## src/hw/rtl/arpc_pkg.sv

```systemverilog
// Shared types, constants and codes of the ARP cache table.
package arpc_pkg;

   localparam int ENTRIES = 16;
   localparam int IDX_W   = $clog2(ENTRIES);
   localparam int SLOT_W  = 4;

   localparam logic [IDX_W-1:0] LAST_IDX = IDX_W'(ENTRIES - 1);

   localparam logic [31:0] BCAST_IP  = 32'hffff_ffff;
   localparam logic [47:0] BCAST_MAC = 48'hffff_ffff_ffff;

   localparam logic FUNC_QUERY = 1'b0;
   localparam logic FUNC_PUT   = 1'b1;

   localparam logic [1:0] STAT_HIT      = 2'd0;
   localparam logic [1:0] STAT_MISS     = 2'd1;
   localparam logic [1:0] STAT_UPDATED  = 2'd2;
   localparam logic [1:0] STAT_REPLACED = 2'd3;

   typedef struct packed {
      logic        func;
      logic [31:0] ip_addr;
      logic [47:0] mac_in;
      logic [63:0] now_time;
   } req_type;

   typedef struct packed {
      logic [1:0]        status;
      logic [47:0]       mac_out;
      logic [SLOT_W-1:0] slot;
   } rsp_type;

   typedef struct packed {
      logic [31:0] ip;
      logic [47:0] mac;
      logic [63:0] stamp;
   } entry_type;

   // Sequencer to scan unit
   typedef struct packed {
      logic             start;
      logic             issue;
      logic [IDX_W-1:0] rd_idx;
      logic [31:0]      key_ip;
      logic             wr_en;
      logic [IDX_W-1:0] wr_idx;
      entry_type        wr_entry;
   } scan_ctl_type;

   // Scan unit to sequencer
   typedef struct packed {
      logic             found;
      logic [IDX_W-1:0] match_idx;
      logic [47:0]      hit_mac;
      logic [IDX_W-1:0] victim_idx;
   } scan_res_type;

endpackage

```

## src/hw/rtl/arp_cache_lru_table.sv

```systemverilog
// ARP cache table: IPv4 to MAC lookup with oldest-entry replacement.
//
// Requests arrive on req_item with req_valid; a request is transferred at a
// rising edge where req_valid is high and req_stall is low. func 0 looks up
// ip_addr, func 1 stores ip_addr -> mac_in. now_time stamps the entry.
// Each request yields exactly one response on rsp_item, held with rsp_valid
// until a transfer (rsp_valid high and rsp_stall low).
// A lookup of 255.255.255.255 skips the walk and answers the broadcast MAC.
// Any other request walks the table one entry per cycle through the single
// read port of the entry store: S_SCAN reads every entry, S_FLUSH finishes
// the last compare and S_DONE writes back and loads the response. One
// request is in flight at a time; req_stall is high from the transfer until
// the response has been loaded.
// If the receiver stalls, the finished response waits in the sequencer and
// the table write-back waits with it.
// Reset clears all valid bits, so the table starts empty; no clearing pass.
module arp_cache_lru_table import arpc_pkg::*; (
   input  logic    clock,
   input  logic    reset,
   input  logic    req_valid,
   output logic    req_stall,
   input  req_type req_item,
   output logic    rsp_valid,
   input  logic    rsp_stall,
   output rsp_type rsp_item
);

   localparam logic [1:0] S_IDLE  = 2'd0;
   localparam logic [1:0] S_SCAN  = 2'd1;
   localparam logic [1:0] S_FLUSH = 2'd2;
   localparam logic [1:0] S_DONE  = 2'd3;

   logic [1:0]       state_ff, state_in;
   logic [IDX_W-1:0] cnt_ff, cnt_in;
   req_type          item_ff, item_in;
   logic             rsp_valid_ff, rsp_valid_in;
   rsp_type          rsp_ff, rsp_in;

   scan_ctl_type ctl;
   scan_res_type res;

   logic             accept;
   logic             out_free;
   logic             req_bcast;
   logic             item_bcast;
   logic [IDX_W-1:0] put_idx;
   logic [IDX_W+SLOT_W-1:0] slot_wide;

   assign req_stall = (state_ff != S_IDLE);
   assign accept    = req_valid && !req_stall;
   assign out_free  = !rsp_valid_ff || !rsp_stall;

   assign req_bcast  = (req_item.func == FUNC_QUERY) && (req_item.ip_addr == BCAST_IP);
   assign item_bcast = (item_ff.func == FUNC_QUERY) && (item_ff.ip_addr == BCAST_IP);
   assign put_idx    = res.found ? res.match_idx : res.victim_idx;

   always_comb begin
      state_in     = state_ff;
      cnt_in       = cnt_ff;
      item_in      = item_ff;
      rsp_in       = rsp_ff;
      rsp_valid_in = rsp_valid_ff && rsp_stall;

      ctl          = '0;
      ctl.rd_idx   = cnt_ff;
      ctl.key_ip   = item_ff.ip_addr;
      slot_wide    = '0;

      case (state_ff)
         S_IDLE: begin
            if (accept) begin
               item_in   = req_item;
               cnt_in    = '0;
               ctl.start = !req_bcast;
               state_in  = req_bcast ? S_DONE : S_SCAN;
            end
         end
         S_SCAN: begin
            ctl.issue = 1'b1;
            cnt_in    = cnt_ff + 1'b1;
            if (cnt_ff == LAST_IDX) begin
               state_in = S_FLUSH;
            end
         end
         S_FLUSH: begin
            state_in = S_DONE;
         end
         S_DONE: begin
            if (out_free) begin
               rsp_valid_in = 1'b1;
               state_in     = S_IDLE;
               ctl.wr_entry.ip    = item_ff.ip_addr;
               ctl.wr_entry.stamp = item_ff.now_time;
               if (item_ff.func == FUNC_QUERY) begin
                  ctl.wr_entry.mac = res.hit_mac;
                  if (item_bcast) begin
                     rsp_in.status  = STAT_HIT;
                     rsp_in.mac_out = BCAST_MAC;
                     rsp_in.slot    = '0;
                  end else if (res.found) begin
                     // refresh the stamp of the hit entry
                     ctl.wr_en      = 1'b1;
                     ctl.wr_idx     = res.match_idx;
                     slot_wide      = {{SLOT_W{1'b0}}, res.match_idx};
                     rsp_in.status  = STAT_HIT;
                     rsp_in.mac_out = res.hit_mac;
                     rsp_in.slot    = slot_wide[SLOT_W-1:0];
                  end else begin
                     rsp_in.status  = STAT_MISS;
                     rsp_in.mac_out = '0;
                     rsp_in.slot    = '0;
                  end
               end else begin
                  ctl.wr_en        = 1'b1;
                  ctl.wr_idx       = put_idx;
                  ctl.wr_entry.mac = item_ff.mac_in;
                  slot_wide        = {{SLOT_W{1'b0}}, put_idx};
                  rsp_in.status    = res.found ? STAT_UPDATED : STAT_REPLACED;
                  rsp_in.mac_out   = '0;
                  rsp_in.slot      = slot_wide[SLOT_W-1:0];
               end
            end
         end
         default: begin
            state_in = S_IDLE;
         end
      endcase
   end

   always_ff @(posedge clock) begin
      if (reset) begin
         state_ff     <= S_IDLE;
         cnt_ff       <= '0;
         rsp_valid_ff <= 1'b0;
      end else begin
         state_ff     <= state_in;
         cnt_ff       <= cnt_in;
         rsp_valid_ff <= rsp_valid_in;
      end
   end

   always_ff @(posedge clock) begin
      item_ff <= item_in;
      rsp_ff  <= rsp_in;
   end

   arpc_scan_unit u_scan (
      .clock (clock),
      .reset (reset),
      .ctl   (ctl),
      .res   (res)
   );

   assign rsp_valid = rsp_valid_ff;
   assign rsp_item  = rsp_ff;

`ifndef SYNTHESIS
   a_rsp_from_done: assert property (@(posedge clock) disable iff (reset)
      (!$past(reset) && !$past(rsp_valid_ff) && rsp_valid_ff) |-> ($past(state_ff) == S_DONE))
      else $error("response loaded outside the write-back step");

   a_scan_starts_at_zero: assert property (@(posedge clock) disable iff (reset)
      (accept && !req_bcast) |=> (state_ff == S_SCAN && cnt_ff == '0))
      else $error("table walk did not start at entry zero");

   a_scan_ends: assert property (@(posedge clock) disable iff (reset)
      (state_ff == S_SCAN && cnt_ff == LAST_IDX) |=> (state_ff == S_FLUSH))
      else $error("table walk did not end after the last entry");

   a_done_waits: assert property (@(posedge clock) disable iff (reset)
      (state_ff == S_DONE && !out_free) |=> (state_ff == S_DONE && $stable(item_ff)))
      else $error("write-back left while the response slot was full");
`endif

endmodule

```

## src/hw/rtl/arpc_scan_unit.sv

```systemverilog
// Entry store, valid bits and the shared compare unit that walks the table.
module arpc_scan_unit import arpc_pkg::*; (
   input  logic         clock,
   input  logic         reset,
   input  scan_ctl_type ctl,
   output scan_res_type res
);

   entry_type mem [ENTRIES];
   entry_type rd_q_ff;

   logic [ENTRIES-1:0] valid_ff;
   logic               cmp_vld_ff;
   logic [IDX_W-1:0]   cmp_idx_ff;

   logic             found_ff, found_in;
   logic [IDX_W-1:0] match_idx_ff, match_idx_in;
   logic [47:0]      hit_mac_ff, hit_mac_in;
   logic [IDX_W-1:0] victim_idx_ff, victim_idx_in;
   logic [63:0]      best_stamp_ff, best_stamp_in;

   logic        cur_valid;
   logic [63:0] cur_stamp;
   logic        ip_eq;
   logic        older;

   // Entry store: one write port, one registered read port
   always_ff @(posedge clock) begin
      if (ctl.wr_en) begin
         mem[ctl.wr_idx] <= ctl.wr_entry;
      end
      rd_q_ff <= mem[ctl.rd_idx];
   end

   always_ff @(posedge clock) begin
      if (reset) begin
         valid_ff   <= '0;
         cmp_vld_ff <= 1'b0;
      end else begin
         if (ctl.wr_en) begin
            valid_ff[ctl.wr_idx] <= 1'b1;
         end
         cmp_vld_ff <= ctl.issue;
      end
   end

   always_ff @(posedge clock) begin
      cmp_idx_ff    <= ctl.rd_idx;
      found_ff      <= found_in;
      match_idx_ff  <= match_idx_in;
      hit_mac_ff    <= hit_mac_in;
      victim_idx_ff <= victim_idx_in;
      best_stamp_ff <= best_stamp_in;
   end

   // One address compare and one stamp compare per cycle
   always_comb begin
      cur_valid = valid_ff[cmp_idx_ff];
      cur_stamp = cur_valid ? rd_q_ff.stamp : 64'd0;
      ip_eq     = cur_valid && (rd_q_ff.ip == ctl.key_ip);
      older     = (cmp_idx_ff == '0) || (cur_stamp < best_stamp_ff);

      found_in      = found_ff;
      match_idx_in  = match_idx_ff;
      hit_mac_in    = hit_mac_ff;
      victim_idx_in = victim_idx_ff;
      best_stamp_in = best_stamp_ff;

      if (ctl.start) begin
         found_in = 1'b0;
      end else if (cmp_vld_ff) begin
         // keep the lowest matching index
         if (ip_eq && !found_ff) begin
            found_in     = 1'b1;
            match_idx_in = cmp_idx_ff;
            hit_mac_in   = rd_q_ff.mac;
         end
         if (older) begin
            victim_idx_in = cmp_idx_ff;
            best_stamp_in = cur_stamp;
         end
      end
   end

   assign res.found      = found_ff;
   assign res.match_idx  = match_idx_ff;
   assign res.hit_mac    = hit_mac_ff;
   assign res.victim_idx = victim_idx_ff;

`ifndef SYNTHESIS
   a_valid_never_drops: assert property (@(posedge clock) disable iff (reset)
      !$past(reset) |-> ((valid_ff & $past(valid_ff)) == $past(valid_ff)))
      else $error("valid bit cleared outside reset");

   a_match_is_valid: assert property (@(posedge clock) disable iff (reset)
      (cmp_vld_ff && !ctl.start && ip_eq && !found_ff) |=> (found_ff && valid_ff[match_idx_ff]))
      else $error("match recorded on an invalid entry");

   a_write_sets_valid: assert property (@(posedge clock) disable iff (reset)
      ctl.wr_en |=> (valid_ff != '0))
      else $error("write left every entry invalid");
`endif

endmodule
```

## config.mk

```make
export PLATFORM = sky130hd
export DESIGN_NAME = arp_cache_lru_table
export DESIGN_NICKNAME = d
export VERILOG_FILES = /design/src/hw/rtl/arpc_pkg.sv /design/src/hw/rtl/arp_cache_lru_table.sv /design/src/hw/rtl/arpc_scan_unit.sv
export SDC_FILE = /design/constraint.sdc
export NUM_CORES = 2
export LEC_CHECK = 0
export BUFFER_PORTS_ARGS = -buffer_cell sky130_fd_sc_hd__buf_2
export CAP_MARGIN = 20
export CORE_UTILIZATION = 56
export DETAILED_ROUTE_END_ITERATION = 16
export PLACE_DENSITY_LB_ADDON = 0.15
export SETUP_SLACK_MARGIN = 0.2
export SYNTH_ARGS = -nofsm -noshare
export SYNTH_HDL_FRONTEND = slang
export SYNTH_HIERARCHICAL = 1
export SYNTH_SLANG_ARGS = --single-unit
```

## constraint.sdc

```tcl
create_clock -name clock -period 16.4 [get_ports clock]
set_input_delay 1.64 -clock clock [delete_from_list [all_inputs] [get_ports clock]]
set_output_delay 1.64 -clock clock [all_outputs]
set_load 0.05 [all_outputs]
```

# --- Word level (Yosys, flattened, before mapping) ---
# Memory sizes are Yosys's and may differ from the RTL's. A register that Yosys moved wholly into a read port is not among the register bits.
# Index checks and enable logic that the tools add are counted.
word_totals:
  register_bits: 348
  mem_bits_rw: 2304
  out_inout_bits: 56
  wordCells: 93
  n_memories: 1
op_classes:
  add_sub_neg: 1
  magnitude_cmp: 4
  eq_ne: 10
  n_mux: 30
  bitwise_logic: 4
  n_reduce_logical: 25
mem_list:
  columns: ["memory", "depth", "word_bits", "rd", "rd_ports_with_merged_regs", "wr", "line_no", "source"]
  rows:
  - ["u_scan.mem", 16, 144, 1, 1, 1, "arpc_scan_unit.sv:9", "entry_type mem [ENTRIES];"]
op_table:
  columns: ["cell", "count"]
  rows:
  - ["2-to-1 mux 149 bit", 2]
  - ["2-to-1 mux 53 bit", 2]
  - ["== test 32 bit (second input constant)", 2]
  - ["less-than comparator 64 bit", 1]
  - ["2-to-1 mux 64 bit", 1]
  - ["2-to-1 mux 54 bit", 1]
  - ["2-to-1 mux 48 bit", 1]
  - ["== test 32 bit", 1]
  - ["bitwise OR 16 bit", 1]
  - ["2-to-1 mux 5 bit", 3]
  - ["less-than comparator 4 x 5 -> 1 bit (second input constant)", 2]
  - ["2-to-1 mux 1 bit", 10]
  - ["AND reduction 3 bit", 3]
  - ["2-to-1 mux 2 bit", 4]
  - ["2-to-1 mux 4 bit", 2]
  - ["case mux 2 bit (4 select lines)", 1]
  - ["case mux 4 bit (2 select lines)", 1]
  - ["AND reduction 2 bit", 4]
  - ["logical AND 1 bit", 7]
  - ["!= test 2 bit (second input constant)", 3]
  - ["logical NOT 1 bit", 5]
  - ["adder 4 x 1 -> 4 bit (second input constant)", 1]
  - ["binary-select mux 1 bit (select 4 bit)", 1]
  - ["demux 1 bit (select 4 bit)", 1]
  - ["9 further kinds", 14]

# --- Depth between registers and ports, before layout ---
depth:
  word_depth: 11
  depth_mapped: 16
  mapped_depth_nobuf: 13

# --- Hierarchy ---
# Netlist, hierarchy kept.
by_module_without_submodules:
  columns: ["mod", "n_inst", "cells_each", "area_per_inst_um2"]
  rows:
  - ["arpc_scan_unit", 1, 3912, 96010.8]
  - ["arp_cache_lru_table", 1, 629, 8496.9]

# --- Worst setup path after synthesis ---
# No wires, ideal clock.
synth_path:
  path_kind: "in2reg"
  from: "input rsp_stall"
  to: "memory u_scan/mem[0][0] (netlist bit), enable pin"
  setup_time_ps: 826
  t_arrival_ps: 13714
  t_required_ps: 15574
  path_slack_ps: 1860
  path_stages: 7
  path_buffers: 0
  cell_sequence: "nand2_1 nand2_1 inv_1 nand2_1 o21ai_1 or3b_2 nor3_1"
synth_lines:
  columns: ["element", "line_no", "source"]
  rows:
  - ["from (decl)", "arp_cache_lru_table.sv:24", "input logic rsp_stall,"]
  - ["to (decl)", "arpc_scan_unit.sv:9", null]

# --- Worst setup path after layout ---
layout_path:
  from: "register u_scan.cmp_idx_ff[2]"
  to: "register u_scan.best_stamp_ff[4], enable pin"
layout_via:
  elab_chain_cells: 6
  word_cells_on_any_way: 7
layout_rtl:
  columns: ["element", "line_no", "source"]
  rows:
  - ["from (decl)", "arpc_scan_unit.sv:14", "logic [IDX_W-1:0] cmp_idx_ff;"]
  - ["from (signal assigned)", "arpc_scan_unit.sv:48", "cmp_idx_ff <= ctl.rd_idx;"]
  - ["binary-select mux 1 bit (select 4 bit)", "arpc_scan_unit.sv:58", "cur_valid = valid_ff[cmp_idx_ff];"]
  - ["2-to-1 mux 1 bit (implied by the code)", "arpc_scan_unit.sv:58", null]
  - ["2-to-1 mux 64 bit", "arpc_scan_unit.sv:59", "cur_stamp = cur_valid ? rd_q_ff.stamp : 64'd0;"]
  - ["via u_scan.cur_stamp[2]", "arpc_scan_unit.sv:23", "logic [63:0] cur_stamp;"]
  - ["less-than comparator 64 bit", "arpc_scan_unit.sv:61", "older = (cmp_idx_ff == '0) || (cur_stamp < best_stamp_ff);"]
  - ["logical OR 1 bit", "arpc_scan_unit.sv:61", null]
  - ["AND reduction 3 bit (no line)", null, null]
  - ["to (signal assigned)", "arpc_scan_unit.sv:53", "best_stamp_ff <= best_stamp_in;"]
  - ["to (decl)", "arpc_scan_unit.sv:20", "logic [63:0] best_stamp_ff, best_stamp_in;"]
# The timed path passes the listed nets, and every way through them passes these cells. The select of a mux whose other input is x is not followed.
# A chain may end at the register's enable or synchronous reset.

==> summary.md <==
| Metric | Value |
|---|---|
| Detailed Place HPWL | `121 mm` |
| Post-layout min period | `5.73 ns` |
| Synth Instances | `4541` |
| Int Pwr | `12.8 mW` |
| Via count | `47356` |
| Area growth syn-to-layout | `12.8%` |
| Reg clk slew, reported paths | `0.06 ns` |
| Die width | `roughly 430 um` |
| WP buf/inv | `1` |
| Design Power | `16.7 mW` |
| Critical path's top delay family | `compound AO/OA/AOI/OAI gates` |
| IO Pins | `205` |
| Register area | `82200 um^2` |
| Cell count of the worst reg-to-reg path | `13` |
| Crit-path slowest cell | `o21a_4` |
| Synth Flop Type | `edfxtp_1` |
| Run status | `completed` |
| Fin. Hold Viols | `0` |
| Rows | `roughly 160` |
| Seq pwr share | `0.505` |
| Final Setup Violations | `0` |
| CP endpoint kind | `flop` |
| Largest stage delay on the critical path | `0.74 ns` |
| Number of global-route vias before repair | `49010` |
| Psw | `3.81 mW` |
| # fillers | `12396` |
| Initial DRC count | `4902` |
| Clock skew | `0.0557 ns` |
| Logic pwr share | `0.112` |
| Clk_lat worst skew | `0.92 ns` |
| Number of synthesized flops with an enable pin | `approximately 2600` |
| Critical path class | `flop to flop` |
| Avg WL per Cell | `just over 30 um` |
| Clk buf depth | `4` |
| RePlAce Congestion | `0.780` |
| Starting density of the core | `0.564` |
| TritonCTS buffer count | `295` |
| Die H | `434 um` |
| Nets | `5132` |
| Worst reg2reg path endpoint | `u_scan/best_stamp_ff[4]` |
| Iteration count of the initial detailed-routing pass | `5` |
| Switching share of total power | `0.229` |
| DRC | `0` |
| Commonest non-fill, non-tap cell in the layout | `edfxtp_1` |
| Post_cts resized | `0` |
| Seq/Total Area, Yosys | `0.787` |
| Worst R2R Setup Slack | `10.67 ns` |
| Worst r2r src | `u_scan/cmp_idx_ff[2]` |
| Synth cell types | `51` |
| Total GRT Usage | `0.250` |
| P per Cell Area | `141 nW/um^2` |
| CTS tree | `yes` |
| Full die area | `188000 um^2` |
| Area of the multi-input gates | `approximately 21000 um^2` |
| Worst IR drop on VDD | `0.103 mV` |
| CP most frequent cell | `o21ai_0` |
| Pleak | `38.9 nW` |
| Post-Syn Area | `roughly 100000 um^2` |
| Largest net degree at the start of global routing | `137` |
| Initial antenna violation count | `7` |
| Placeable Area | `185000 um^2` |
| Crit path max fanout | `65` |
| Sum of negative setup slack | `0 ns` |
| Most frequent cells in the layout | `2623 x edfxtp_1, 715 x mux4_2, 303 x clkbuf_16, 205 x buf_2, 169 x dfxtp_1` |
| Post-route ant nets | `0` |
| Worst min-delay path class | `flop to flop` |
| Syn nets | `4758` |
| Clock Power Share | `0.382` |
| Grt total ovfl | `0` |
| H-tree levels | `5` |
| Max-slew headroom | `0.226` |
| Port bufs | `204` |
| Crit path capture | `u_scan/best_stamp_ff[4]` |
| Number of buffers added for setup after CTS | `0` |
| Fraction of registers with async set/reset | `0` |
| Critical path required time | `16.92 ns` |
| Vias per cell | `6.22` |
| Global-route wire length before repair | `337 mm` |
| Worst setup path start | `u_scan/cmp_idx_ff[2]` |
| Synth warn | `6` |
| Worst Max-Slew Pin Slew | `1.16 ns` |
| Final Max Tran Viols | `0` |
| Proportion of layout cells with a drive suffix above 1 | `0.283` |
| Core Util, Final | `0.636` |
| MaxCap Viol Count | `0` |
| Worst setup SP type | `flop` |
| Crit path DAT | `6.25 ns` |
| RSZ-0062 raised after global routing | `false` |
| FF+latch count, synth | `2796` |
| Critical path depth in cells | `13` |
| Root buf cell | `clkbuf_16` |
| Clock sinks | `2796` |
| Peak Freq | `between 150 and 200 MHz` |
| Final wirelength | `approximately 230 mm` |
| Syn avg cell area | `23.0 um^2` |
| Fin crit share | `0.349` |
| Cell Chain, Critical Path | `mux4_2, o21ba_1, a32oi_1, o21a_4, nor2b_1, ha_1, o21a_1, o21ai_0, o21ai_0, a211oi_1, o21ai_0, a211oi_4, buf_4` |
| Hold Buf Count CTS | `0` |
## worst min-delay path by stage
stage	cells past startpoint	end	from
2_1_floorplan	0	u_scan/cmp_idx_ff[1]	cnt_ff[1]
3_3_place_gp	0	u_scan/hit_mac_ff[37]	u_scan/rd_q_ff[101]
3_5_place_dp	0	u_scan/hit_mac_ff[26]	u_scan/rd_q_ff[90]
4_1_cts	0	u_scan/hit_mac_ff[40]	u_scan/rd_q_ff[104]
5_1_grt	0	u_scan/hit_mac_ff[35]	u_scan/rd_q_ff[99]
6_report	0	u_scan/hit_mac_ff[37]	u_scan/rd_q_ff[101]
## worst register-to-register path, cell delays in order (launching register included)
cell,delay [ns]
dfxtp_1,0.52
mux4_2,0.56
o21ba_1,0.20
a32oi_1,0.21
o21a_4,0.74
nor2b_1,0.23
ha_1,0.32
o21a_1,0.16
o21ai_0,0.50
o21ai_0,0.23
a211oi_1,0.25
o21ai_0,0.31
a211oi_4,0.46
buf_4,0.65
## power groups by stage
stage	sequential (mW)	clock (mW)	combinational, mW
final	8.42	6.37	1.87
after floorplan	8.50	0	1.42
after global routing	8.43	6.74	2.04
after CTS	8.42	6.48	1.91
after global placement	8.57	0	1.88
after detailed placement	8.57	0	1.90
## cells in the mapped netlist, types with 10 or more instances
cell         n  area share
o21ai_0     14     0.00067
mux2i_1     57      0.0055
nor2b_1     77      0.0046
dfxtp_1    173       0.033
nand3_1     10     0.00048
buf_2       57      0.0027
inv_1       71      0.0026
buf_1       21     0.00075
nand4_1     31      0.0019
mux4_2     715        0.15
a211oi_1    16      0.0011
nor3_1      11     0.00053
and3_1      99      0.0059
nand2_1    115      0.0041
a21oi_1     29      0.0014
xnor2_1     23      0.0019
a21o_1      19      0.0014
ha_1        68      0.0081
edfxtp_1  2623        0.75
clkbuf_1   102      0.0037
buf_4       33      0.0024
nor2_1     107      0.0038
## metrics by stage
step | instance area, um^2 | worst slack, ns | cells | hold slack (ns)
after detailed placement | 109000 | 9.93 | 7092 | 0.389
after floorplan | 105000 | 1.86 | 4541 | 0.378
after global placement | 109000 | 9.89 | 7089 | 0.387
final | 118000 | 10.67 | 7617 | 0.399
after CTS | 118000 | 9.93 | 7606 | 0.400
after global routing | 118000 | 10.39 | 7615 | 0.404
## flip-flops by register name, summed over array words and instances (netlist names), 2 cells and up
signal / count
ctl: 32
u_scan/hit_mac_ff: 48
state_ff: 2
u_scan/best_stamp_ff: 64
u_scan/cmp_idx_ff: 4
u_scan/match_idx_ff: 4
u_scan/valid_ff: 16
rsp_item: 54
cnt_ff: 4
item_ff: 113
u_scan/mem: 2304
u_scan/victim_idx_ff: 4
u_scan/rd_q_ff: 144
## cell families after synthesis
logic type | share of synthesized area
AOI/OAI and AO/OA | 0.00638
and+or+nand+nor | 0.0236
DFF | 0.787
muxes | 0.160
buffers and inverters | 0.0127
xor gates and xnor gates | 0.00268
adders and majority gates | 0.00814
## layer usage
layer / global-route usage / vias up / routed length [um]
li1: - / 19694 / -
met1: 0.358 / 25544 / 95100
met2: 0.403 / 1730 / 114000
met3: 0.0374 / 388 / 14600
met4: 0.0802 / 0 / 6560
met5: 0 / - / 0
## final cells by class
class	count	share of cell area
Tap cell	2480	0.0263
Inverter	71	0.00227
Clock inverter	84	0.00659
Antenna cell	5	0.000106
Timing Repair Buffer	296	0.0161
Multi-Input combinational cell	1455	0.179
Sequential cell	2796	0.698
Clock buffer	430	0.0717
Note: power is estimated with default switching activity, not from simulation.
